$ cat src/rtl/wps_pkg.sv
package wps_pkg;

    // Table and field sizes
    localparam int MAX_WAYPOINTS = 16;
    localparam int WP_IDX_W      = 4;
    localparam int COORD_W       = 24;
    localparam int STEP_W        = 20;
    localparam int CNT_W         = 5;
    localparam int KIND_W        = 2;
    localparam int CFG_IDX_W     = 2;
    localparam int CFG_W         = 24;

    // Datapath widths
    localparam int DIFF_W = COORD_W + 1;     // coordinate difference
    localparam int RAD_W  = 2 * DIFF_W;      // sum of two squares
    localparam int REM_W  = DIFF_W + 1;      // root / divider remainder
    localparam int SUB_W  = REM_W + 2;       // shared subtractor
    localparam int LIM_W  = 2 * STEP_W;      // step squared
    localparam int ITER_W = 5;

    // Stream word layout
    localparam int IN_BITS    = WP_IDX_W + 2 * COORD_W;
    localparam int S_TDATA_W  = ((IN_BITS + 7) / 8) * 8;
    localparam int OUT_BITS   = 2 * COORD_W + WP_IDX_W + 2;
    localparam int M_TDATA_W  = ((OUT_BITS + 7) / 8) * 8;

    // Item kinds
    localparam logic [KIND_W-1:0] KIND_TICK    = 2'd0;
    localparam logic [KIND_W-1:0] KIND_LOAD    = 2'd1;
    localparam logic [KIND_W-1:0] KIND_RESTART = 2'd2;

    // Register indexes
    localparam logic [CFG_IDX_W-1:0] REG_START_X   = 2'd0;
    localparam logic [CFG_IDX_W-1:0] REG_START_Y   = 2'd1;
    localparam logic [CFG_IDX_W-1:0] REG_STEP      = 2'd2;
    localparam logic [CFG_IDX_W-1:0] REG_WP_COUNT  = 2'd3;

    typedef enum logic [1:0] {
        S_IDLE,
        S_START,
        S_WAIT,
        S_OUT
    } wps_state_t;

    typedef enum logic [4:0] {
        C_IDLE,
        C_SQX,
        C_SQY,
        C_SUM,
        C_ROOT,
        C_LEN,
        C_MULX,
        C_LDX,
        C_DIVX,
        C_MULY,
        C_LDY,
        C_DIVY,
        C_MOVE,
        C_ERR,
        C_ESQX,
        C_ESQY,
        C_ECMP,
        C_DONE
    } wps_core_state_t;

    typedef struct packed {
        logic                      start;
        logic signed [COORD_W-1:0] pos_x;
        logic signed [COORD_W-1:0] pos_y;
        logic signed [COORD_W-1:0] tgt_x;
        logic signed [COORD_W-1:0] tgt_y;
        logic        [STEP_W-1:0]  step;
    } wps_req_t;

    typedef struct packed {
        logic                      done;
        logic signed [COORD_W-1:0] new_x;
        logic signed [COORD_W-1:0] new_y;
        logic                      reached;
    } wps_rsp_t;

endpackage

$ cat src/rtl/waypoint_path_stepper.sv
// Moves a point along a table of up to 16 waypoints, one fixed step length per tick.
// Each input word (s_tuser = kind) is a tick, a waypoint load, a restart at the
// start registers or an unused kind; each one gives exactly one result word with
// the position, the segment and the reached/finished flags. Config writes
// (cfg_wr_en) are taken at any edge but must only be issued while the block is
// idle. A tick that moves the point runs through one shared 25x25 multiplier and
// one shared 28-bit subtractor: a square root and two restoring divisions set its
// time, and s_tready stays low until its result word is loaded into the output
// register. A tick whose position already sits on its target stops after the root.
// Loads, restarts, unused kinds and ticks that skip the core go straight to the
// output state. A result word sits in an output register, so the next word is
// accepted while it waits; if that register is still full when a new result is
// ready, the block holds.
module waypoint_path_stepper
    import wps_pkg::*;
(
    input  logic                   aclk,
    input  logic                   aresetn,

    input  logic                   s_tvalid,
    output logic                   s_tready,
    // [3:0] wp_index, [27:4] wp_x, [51:28] wp_y, rest zero
    input  logic [S_TDATA_W-1:0]   s_tdata,
    // [1:0] kind
    input  logic [KIND_W-1:0]      s_tuser,

    output logic                   m_tvalid,
    input  logic                   m_tready,
    // [23:0] pos_x, [47:24] pos_y, [51:48] segment, [52] reached, [53] finished
    output logic [M_TDATA_W-1:0]   m_tdata,

    input  logic                   cfg_wr_en,
    input  logic [CFG_IDX_W-1:0]   cfg_addr,
    input  logic [CFG_W-1:0]       cfg_wdata
);

    wps_state_t state_reg, state_next;

    logic signed [COORD_W-1:0]   start_x_reg, start_y_reg;
    logic        [STEP_W-1:0]    step_reg;
    logic        [CNT_W-1:0]     count_reg;

    logic signed [COORD_W-1:0]   pos_x_reg, pos_x_next;
    logic signed [COORD_W-1:0]   pos_y_reg, pos_y_next;
    logic        [WP_IDX_W-1:0]  seg_reg, seg_next;
    logic                        reached_reg, reached_next;
    logic                        finished_reg, finished_next;

    logic [2*COORD_W-1:0]        wp_mem [MAX_WAYPOINTS];
    logic [2*COORD_W-1:0]        wp_rd_reg;

    logic                        m_tvalid_reg;
    logic [M_TDATA_W-1:0]        m_tdata_reg;

    logic                        in_fire;
    logic                        out_load;
    logic [WP_IDX_W-1:0]         in_idx;
    logic signed [COORD_W-1:0]   in_x, in_y;
    logic [CNT_W-1:0]            count_eff;
    logic [CNT_W-1:0]            seg_plus;
    logic                        path_ok;
    logic                        core_start;

    wps_req_t core_req;
    wps_rsp_t core_rsp;

    assign s_tready = (state_reg == S_IDLE);
    assign in_fire  = s_tvalid && s_tready;
    assign out_load = (state_reg == S_OUT) && (!m_tvalid_reg || m_tready);

    assign in_idx = s_tdata[WP_IDX_W-1:0];
    assign in_x   = s_tdata[WP_IDX_W + COORD_W - 1:WP_IDX_W];
    assign in_y   = s_tdata[WP_IDX_W + 2*COORD_W - 1:WP_IDX_W + COORD_W];

    assign count_eff = (count_reg > CNT_W'(MAX_WAYPOINTS)) ? CNT_W'(MAX_WAYPOINTS) : count_reg;
    assign seg_plus  = {1'b0, seg_reg} + 1'b1;
    assign path_ok   = (count_eff >= CNT_W'(2));

    // configuration registers
    always_ff @(posedge aclk) begin
        if (!aresetn) begin
            start_x_reg <= '0;
            start_y_reg <= '0;
            step_reg    <= '0;
            count_reg   <= '0;
        end else if (cfg_wr_en) begin
            case (cfg_addr)
                REG_START_X:  start_x_reg <= cfg_wdata[COORD_W-1:0];
                REG_START_Y:  start_y_reg <= cfg_wdata[COORD_W-1:0];
                REG_STEP:     step_reg    <= cfg_wdata[STEP_W-1:0];
                REG_WP_COUNT: count_reg   <= cfg_wdata[CNT_W-1:0];
                default: begin
                end
            endcase
        end
    end

    // waypoint table, {y, x}; read address tracks the next target
    always_ff @(posedge aclk) begin
        if (in_fire && s_tuser == KIND_LOAD) begin
            wp_mem[in_idx] <= {in_y, in_x};
        end
        wp_rd_reg <= wp_mem[seg_plus[WP_IDX_W-1:0]];
    end

    always_ff @(posedge aclk) begin
        if (!aresetn) begin
            state_reg    <= S_IDLE;
            pos_x_reg    <= '0;
            pos_y_reg    <= '0;
            seg_reg      <= '0;
            reached_reg  <= 1'b0;
            finished_reg <= 1'b0;
        end else begin
            state_reg    <= state_next;
            pos_x_reg    <= pos_x_next;
            pos_y_reg    <= pos_y_next;
            seg_reg      <= seg_next;
            reached_reg  <= reached_next;
            finished_reg <= finished_next;
        end
    end

    always_comb begin
        state_next    = state_reg;
        pos_x_next    = pos_x_reg;
        pos_y_next    = pos_y_reg;
        seg_next      = seg_reg;
        reached_next  = reached_reg;
        finished_next = finished_reg;
        core_start    = 1'b0;

        case (state_reg)
            S_IDLE: begin
                if (in_fire) begin
                    reached_next  = 1'b0;
                    finished_next = 1'b0;
                    state_next    = S_OUT;
                    case (s_tuser)
                        KIND_TICK: begin
                            if (path_ok && seg_plus < count_eff) begin
                                state_next = S_START;
                            end else begin
                                finished_next = path_ok;
                            end
                        end
                        KIND_LOAD: begin
                        end
                        KIND_RESTART: begin
                            pos_x_next = start_x_reg;
                            pos_y_next = start_y_reg;
                            seg_next   = '0;
                        end
                        default: begin
                        end
                    endcase
                end
            end
            S_START: begin
                core_start = 1'b1;
                state_next = S_WAIT;
            end
            S_WAIT: begin
                if (core_rsp.done) begin
                    pos_x_next = core_rsp.new_x;
                    pos_y_next = core_rsp.new_y;
                    if (core_rsp.reached) begin
                        seg_next     = seg_plus[WP_IDX_W-1:0];
                        reached_next = 1'b1;
                    end
                    state_next = S_OUT;
                end
            end
            S_OUT: begin
                if (out_load) begin
                    state_next = S_IDLE;
                end
            end
            default: begin
                state_next = S_IDLE;
            end
        endcase
    end

    assign core_req.start = core_start;
    assign core_req.pos_x = pos_x_reg;
    assign core_req.pos_y = pos_y_reg;
    assign core_req.tgt_x = wp_rd_reg[COORD_W-1:0];
    assign core_req.tgt_y = wp_rd_reg[2*COORD_W-1:COORD_W];
    assign core_req.step  = step_reg;

    wps_core u_core (
        .aclk    (aclk),
        .aresetn (aresetn),
        .req_i   (core_req),
        .rsp_o   (core_rsp)
    );

    // output register: hold the word until taken
    always_ff @(posedge aclk) begin
        if (!aresetn) begin
            m_tvalid_reg <= 1'b0;
        end else if (out_load) begin
            m_tvalid_reg <= 1'b1;
        end else if (m_tready) begin
            m_tvalid_reg <= 1'b0;
        end
    end

    always_ff @(posedge aclk) begin
        if (out_load) begin
            m_tdata_reg <= {{(M_TDATA_W - OUT_BITS){1'b0}}, finished_reg, reached_reg,
                            seg_reg, pos_y_reg, pos_x_reg};
        end
    end

    assign m_tvalid = m_tvalid_reg;
    assign m_tdata  = m_tdata_reg;

    a_done_in_wait: assert property (@(posedge aclk) disable iff (!aresetn)
        core_rsp.done |-> state_reg == S_WAIT)
        else $error("core result outside wait state");

    a_word_from_out: assert property (@(posedge aclk) disable iff (!aresetn)
        $rose(m_tvalid_reg) |-> $past(state_reg) == S_OUT)
        else $error("result word loaded outside output state");

    a_word_held: assert property (@(posedge aclk) disable iff (!aresetn)
        (m_tvalid && !m_tready) |=> (m_tvalid && $stable(m_tdata)))
        else $error("result word dropped or changed while stalled");

endmodule

$ cat src/rtl/wps_core.sv
module wps_core
    import wps_pkg::*;
(
    input  logic     aclk,
    input  logic     aresetn,
    input  wps_req_t req_i,
    output wps_rsp_t rsp_o
);

    localparam logic [ITER_W-1:0] ROOT_LAST = ITER_W'(DIFF_W - 1);
    localparam logic [ITER_W-1:0] DIV_LAST  = ITER_W'(STEP_W - 1);

    wps_core_state_t state_reg, state_next;

    logic signed [DIFF_W-1:0]  dx_reg, dx_next;
    logic signed [DIFF_W-1:0]  dy_reg, dy_next;
    logic        [RAD_W-1:0]   mul_reg, mul_next;
    logic        [RAD_W-1:0]   rad_reg, rad_next;
    logic        [REM_W-1:0]   rem_reg, rem_next;
    logic        [DIFF_W-1:0]  root_reg, root_next;
    logic        [STEP_W-1:0]  quo_reg, quo_next;
    logic        [STEP_W-1:0]  qx_reg, qx_next;
    logic        [LIM_W-1:0]   lim_reg, lim_next;
    logic        [ITER_W-1:0]  cnt_reg, cnt_next;
    logic signed [COORD_W-1:0] nx_reg, nx_next;
    logic signed [COORD_W-1:0] ny_reg, ny_next;
    logic                      reached_reg, reached_next;

    // shared multiplier and subtractor
    logic [DIFF_W-1:0] mul_a, mul_b;
    logic [RAD_W-1:0]  mul_p;
    logic [SUB_W-1:0]  sub_a, sub_b, sub_d;
    logic              sub_ge;

    function automatic logic [DIFF_W-1:0] mag(input logic signed [DIFF_W-1:0] d);
        logic [DIFF_W-1:0] r;
        begin
            r = d[DIFF_W-1] ? DIFF_W'(-d) : DIFF_W'(d);
            return r;
        end
    endfunction

    // position plus signed move, saturated to the coordinate range
    function automatic logic signed [COORD_W-1:0] move_coord(
        input logic signed [COORD_W-1:0] p,
        input logic                      neg,
        input logic        [STEP_W-1:0]  q
    );
        logic signed [COORD_W+1:0] qe;
        logic signed [COORD_W+1:0] sum;
        logic signed [COORD_W-1:0] r;
        begin
            qe  = {{(COORD_W + 2 - STEP_W){1'b0}}, q};
            sum = {{2{p[COORD_W-1]}}, p} + (neg ? -qe : qe);
            if (sum[COORD_W+1:COORD_W-1] == 3'b000 || sum[COORD_W+1:COORD_W-1] == 3'b111) begin
                r = sum[COORD_W-1:0];
            end else if (sum[COORD_W+1]) begin
                r = {1'b1, {(COORD_W - 1){1'b0}}};
            end else begin
                r = {1'b0, {(COORD_W - 1){1'b1}}};
            end
            return r;
        end
    endfunction

    assign mul_p  = mul_a * mul_b;
    assign sub_d  = sub_a - sub_b;
    assign sub_ge = (sub_a >= sub_b);

    always_ff @(posedge aclk) begin
        if (!aresetn) begin
            state_reg <= C_IDLE;
        end else begin
            state_reg <= state_next;
        end
    end

    always_ff @(posedge aclk) begin
        dx_reg      <= dx_next;
        dy_reg      <= dy_next;
        mul_reg     <= mul_next;
        rad_reg     <= rad_next;
        rem_reg     <= rem_next;
        root_reg    <= root_next;
        quo_reg     <= quo_next;
        qx_reg      <= qx_next;
        lim_reg     <= lim_next;
        cnt_reg     <= cnt_next;
        nx_reg      <= nx_next;
        ny_reg      <= ny_next;
        reached_reg <= reached_next;
    end

    always_comb begin
        state_next   = state_reg;
        dx_next      = dx_reg;
        dy_next      = dy_reg;
        mul_next     = mul_reg;
        rad_next     = rad_reg;
        rem_next     = rem_reg;
        root_next    = root_reg;
        quo_next     = quo_reg;
        qx_next      = qx_reg;
        lim_next     = lim_reg;
        cnt_next     = cnt_reg;
        nx_next      = nx_reg;
        ny_next      = ny_reg;
        reached_next = reached_reg;
        mul_a        = '0;
        mul_b        = '0;
        sub_a        = '0;
        sub_b        = '0;

        case (state_reg)
            C_IDLE: begin
                if (req_i.start) begin
                    dx_next = {req_i.tgt_x[COORD_W-1], req_i.tgt_x}
                            - {req_i.pos_x[COORD_W-1], req_i.pos_x};
                    dy_next = {req_i.tgt_y[COORD_W-1], req_i.tgt_y}
                            - {req_i.pos_y[COORD_W-1], req_i.pos_y};
                    state_next = C_SQX;
                end
            end
            C_SQX: begin
                mul_a      = mag(dx_reg);
                mul_b      = mag(dx_reg);
                mul_next   = mul_p;
                state_next = C_SQY;
            end
            C_SQY: begin
                mul_a      = mag(dy_reg);
                mul_b      = mag(dy_reg);
                rad_next   = mul_reg;
                mul_next   = mul_p;
                state_next = C_SUM;
            end
            C_SUM: begin
                rad_next   = rad_reg + mul_reg;
                rem_next   = '0;
                root_next  = '0;
                cnt_next   = ROOT_LAST;
                state_next = C_ROOT;
            end
            C_ROOT: begin
                // one root bit per cycle: bring down two radicand bits, try 4*root+1
                sub_a     = {rem_reg, rad_reg[RAD_W-1 -: 2]};
                sub_b     = {1'b0, root_reg, 2'b01};
                rem_next  = sub_ge ? sub_d[REM_W-1:0] : sub_a[REM_W-1:0];
                root_next = {root_reg[DIFF_W-2:0], sub_ge};
                rad_next  = {rad_reg[RAD_W-3:0], 2'b00};
                cnt_next  = cnt_reg - 1'b1;
                if (cnt_reg == '0) begin
                    state_next = C_LEN;
                end
            end
            C_LEN: begin
                if (root_reg == '0) begin
                    nx_next      = req_i.pos_x;
                    ny_next      = req_i.pos_y;
                    reached_next = 1'b0;
                    state_next   = C_DONE;
                end else begin
                    state_next = C_MULX;
                end
            end
            C_MULX, C_MULY: begin
                mul_a      = (state_reg == C_MULX) ? mag(dx_reg) : mag(dy_reg);
                mul_b      = DIFF_W'(req_i.step);
                mul_next   = mul_p;
                state_next = (state_reg == C_MULX) ? C_LDX : C_LDY;
            end
            C_LDX, C_LDY: begin
                // quotient never exceeds step, so the high part is already below length
                rem_next   = {1'b0, mul_reg[STEP_W + DIFF_W - 1:STEP_W]};
                quo_next   = mul_reg[STEP_W-1:0];
                cnt_next   = DIV_LAST;
                state_next = (state_reg == C_LDX) ? C_DIVX : C_DIVY;
            end
            C_DIVX, C_DIVY: begin
                sub_a    = {2'b00, rem_reg[DIFF_W-1:0], quo_reg[STEP_W-1]};
                sub_b    = {3'b000, root_reg};
                rem_next = {1'b0, (sub_ge ? sub_d[DIFF_W-1:0] : sub_a[DIFF_W-1:0])};
                quo_next = {quo_reg[STEP_W-2:0], sub_ge};
                cnt_next = cnt_reg - 1'b1;
                if (cnt_reg == '0) begin
                    if (state_reg == C_DIVX) begin
                        qx_next    = {quo_reg[STEP_W-2:0], sub_ge};
                        state_next = C_MULY;
                    end else begin
                        state_next = C_MOVE;
                    end
                end
            end
            C_MOVE: begin
                nx_next    = move_coord(req_i.pos_x, dx_reg[DIFF_W-1], qx_reg);
                ny_next    = move_coord(req_i.pos_y, dy_reg[DIFF_W-1], quo_reg);
                state_next = C_ERR;
            end
            C_ERR: begin
                dx_next    = {req_i.tgt_x[COORD_W-1], req_i.tgt_x} - {nx_reg[COORD_W-1], nx_reg};
                dy_next    = {req_i.tgt_y[COORD_W-1], req_i.tgt_y} - {ny_reg[COORD_W-1], ny_reg};
                mul_a      = DIFF_W'(req_i.step);
                mul_b      = DIFF_W'(req_i.step);
                mul_next   = mul_p;
                state_next = C_ESQX;
            end
            C_ESQX: begin
                lim_next   = mul_reg[LIM_W-1:0];
                mul_a      = mag(dx_reg);
                mul_b      = mag(dx_reg);
                mul_next   = mul_p;
                state_next = C_ESQY;
            end
            C_ESQY: begin
                rad_next   = mul_reg;
                mul_a      = mag(dy_reg);
                mul_b      = mag(dy_reg);
                mul_next   = mul_p;
                state_next = C_ECMP;
            end
            C_ECMP: begin
                reached_next = ((rad_reg + mul_reg) < RAD_W'(lim_reg));
                state_next   = C_DONE;
            end
            C_DONE: begin
                state_next = C_IDLE;
            end
            default: begin
                state_next = C_IDLE;
            end
        endcase
    end

    assign rsp_o.done    = (state_reg == C_DONE);
    assign rsp_o.new_x   = nx_reg;
    assign rsp_o.new_y   = ny_reg;
    assign rsp_o.reached = reached_reg;

    a_done_single: assert property (@(posedge aclk) disable iff (!aresetn)
        rsp_o.done |=> !rsp_o.done)
        else $error("core done held for more than one cycle");

    a_start_idle: assert property (@(posedge aclk) disable iff (!aresetn)
        req_i.start |-> state_reg == C_IDLE)
        else $error("core started while busy");

    a_reach_step: assert property (@(posedge aclk) disable iff (!aresetn)
        (rsp_o.done && rsp_o.reached) |-> req_i.step != '0)
        else $error("waypoint reached with zero step");

endmodule

$ cat config.mk
export PLATFORM = sky130hd
export DESIGN_NAME = waypoint_path_stepper
export DESIGN_NICKNAME = d
export VERILOG_FILES = /design/src/rtl/wps_pkg.sv /design/src/rtl/waypoint_path_stepper.sv /design/src/rtl/wps_core.sv
export SDC_FILE = /design/constraint.sdc
export NUM_CORES = 2
export LEC_CHECK = 0
export BUFFER_PORTS_ARGS = -buffer_cell sky130_fd_sc_hd__buf_2
export CORE_UTILIZATION = 58
export CTS_CLUSTER_DIAMETER = 120
export CTS_CLUSTER_SIZE = 8
export DETAILED_ROUTE_END_ITERATION = 16
export MAX_ROUTING_LAYER = met4
export PLACE_DENSITY_LB_ADDON = 0.15
export SLEW_MARGIN = 10
export SYNTH_ARGS = -nofsm -noshare
export SYNTH_HDL_FRONTEND = slang
export SYNTH_HIERARCHICAL = 1
export SYNTH_SLANG_ARGS = --single-unit
$ cat constraint.sdc
create_clock -name aclk -period 9.6 [get_ports aclk]
set_input_delay 2.88 -clock aclk [delete_from_list [all_inputs] [get_ports aclk]]
set_output_delay 2.88 -clock aclk [all_outputs]
set_load 0.01 [all_outputs]
==> results.cfg <==
[timing]
period_share = 0.9887
slew_headroom = 0.2416
setup_viol = 0
timing_hold_violations_final = 0
finalClockSkew_ps = 89.36
post-route-worst-setup-slack_ps = 108.5
max_clock_freq_mhz = 105.4
grt_setup_unrepaired = yes
slew_violations = 0
final.min_clock_period_ps = 9492
worst_pin_slew_ps = 1134

[routing]
drc = 0
route.antenna.remaining_nets = 0
routed-via-count = 57517
drt_pass_1_iters = 6
totalWireLength_um = 234300
drt_iter0_markers = 5600
routed_via_density = 6.088
post_drt_wl_per_cell_um = 24.80

[cts]
path_clk_slew_ps = 50
cts_buffers = 186
clock_tree.htree_level_count = 4
clk_path_buf_depth = 3
tritoncts = done
clockRootBuffer = clkbuf_16
tritoncts_num_sinks = 1340
clkLatencyLatePin_ps = 840

[worst_setup_path]
critical-path-max-stage-delay_ps = 580
cp_max_fo = 4
critical-path-top-cell-by-count = fa_1
setup.worst_path.end_class = register
critical_path.slowest_cell = fa_1
critical_path.n_buffers_inverters = 6
timing.critical_path.from_type = register
critical_path_required_ps = 10130
worstSetupPathType = register to register
cp.arrival_ps = 10020
worst_path_dominant_cell_family = adder cells

[global_route]
grt_start_max_net_pins = 103
grt_overflow = 0
gr-usage-all-layers = 0.3327
first_global_vias = 57615
antenna_found_initial = 15
grt_first_pass_wirelength_um = 350500

[pwr]
pwr_density_cell_nw_per_um2 = 401.6
cellLeakagePower_nw = 37.49
peakVddDrop_mv = 0.6099

[synthesis]
synthesis.area_per_instance_um2 = 11.79
yosysUniqueCellTypes = 95
post_synthesis_cell_type_with_the_largest_combined_area = edfxtp_1
synthFlopType = edfxtp_1
synthTopCellsByCount = edfxtp_1 (1157), nand2_1 (933), inv_1 (752)
synth.cell_area_um2 = 83000
synth-edff-count = 1157
synth_top_cells_by_area = edfxtp_1 (42%), fa_1 (13%), ha_1 (6.2%)
synth.most_common_cell = edfxtp_1
yosys_warnings = 6
yosysSeqAreaShare = 0.4627
yosys_top_cell_area_share = 0.4186
synth-seq-cells = 1340
async_flop_share = 0
syn-instance-count = 7041

[cells_and_area]
ff_latch_area_um2 = 38410
share_of_layout_cells_above_drive_strength_1 = 0.1561
nNetsFinal = 8459
flip_flop_count_of_the_largest_register_all_copies_and_words_added = 768
layout-area-overhead-vs-synth_pct = 13.46
final_cells = 9448
multi_input_comb_area_um2 = 41420
fill_cells = 10437

[die]
fp.dieW_um = 380.3
design.portCount = 147
placement_rows = 138
standard_cell_core_area_um2 = 141800
starting_utilization_of_the_core_area = 0.5855
die_height_um = 380.3
design.die.area_um2 = 144600

[run_status]
status = complete, no violations

[placement]
io_buffers = 140
gp_congestion = 0.9684
dp.cells = 9088
dpl_worst_slack_ps = -509.3
place.detailed.hpwl_um = 163500

[hold_path]
timing.hold.worst.class = register to register

[run]
maxCapViolations = 0
==> layout make-up <==
type	instances	share of cell area
Timing Repair Buffer	504	0.03872
Clock inverter	18	0.004292
Inverter	756	0.03024
Clock buffer	292	0.05365
Multi-Input combinational cell	4637	0.4398
Antenna cell	11	0.0002923
Sequential cell	1340	0.4079
Tap cell	1890	0.02511
==> metal layers <==
layer	GRT usage	up-vias	wire [µm]
met4	0.1348	0	10150
met2	0.5231	2377	111500
met3	0.05729	492	18100
met1	0.4309	29042	94520
li1	-	25606	-
met5	-	-	0
==> repair_timing <==
| item | 4_1_cts | 5_1_grt |
|---|---|---|
| setup endpoints to repair | 14 | 16 |
| pin swaps | 61 | 55 |
| buffers inserted | 25 | 17 |
| hold buffers | 0 | 0 |
| endpoints found under the hold margin | 0 | 0 |
| gates resized for setup | 88 | 77 |
==> power breakdown <==
part           total (mW)  internal, mW  switching, mW  leakage [nW]
combinational        23.1          9.74           13.4          22.9
clock                6.13          3.60           2.53          2.58
sequential           8.54          7.72          0.818          12.0
==> worst register-to-register path: cells and delay by family, from the launching register on <==
kind | cells | cell delay, ps
AO/OA/AOI/OAI | 7 | 1060
XOR/XNOR | 1 | 130
AND/OR/NAND/NOR | 9 | 2840
flip-flops | 1 | 380
adder cells (fa/ha/maj) | 8 | 3950
buffers and inverters | 6 | 870
==> path summary, 6_finish.rpt <==
kind | from | end | slack [ps] | depth (start not counted)
setup / recovery | u_core/dx_reg[4] | u_core/mul_reg[47] | 110 | 31
hold / removal | finished_reg | m_tdata[53] | 440 | 0
setup reg to reg | u_core/dx_reg[4] | u_core/mul_reg[47] | 110 | 31
hold reg to reg | finished_reg | m_tdata[53] | 440 | 0
==> metrics by stage <==
| step | TNS (ps) | power (mW) | hold WS [ps] | util | area, µm² |
|---|---|---|---|---|---|
| floorplan | 0 | 22.71 | 407.9 | - | 83060 |
| global placement | -3074 | 29.83 | 416.7 | 0.6184 | 87660 |
| finish | 0 | 37.82 | 438.8 | 0.6643 | 94170 |
| detailed placement | -3996 | 30.19 | 426.9 | 0.6184 | 87660 |
| CTS | -35.09 | 37.23 | 439.3 | 0.6609 | 93680 |
| global route | -913.6 | 40.36 | 447.9 | 0.6643 | 94170 |
==> cells by family (layout without fill, tap and decap cells) <==
logic type,after synthesis,after routing,synth area share
and+or+nand+nor,1905,1905,0.1009
DFF,1340,1340,0.4627
AOI/OAI and AO/OA,1178,1178,0.09710
buffers and inverters,1076,1570,0.05133
adders and majority gates,945,945,0.1906
muxes,319,319,0.06778
xor gates and xnor gates,275,275,0.02943
other,3,26,0.0001357
==> layout by cell type, fill, tap and decap left out, types with 182 or more instances in the layout <==
cell	synthesis	routed
a21oi_1	299	286
buf_4	19	340
clkbuf_16	0	186
dfxtp_1	183	182
edfxtp_1	1157	1157
fa_1	532	522
ha_1	413	404
inv_1	752	743
mux4_2	192	192
nand2_1	933	928
nor2_1	485	460
Power figures use the tool's default switching activity.
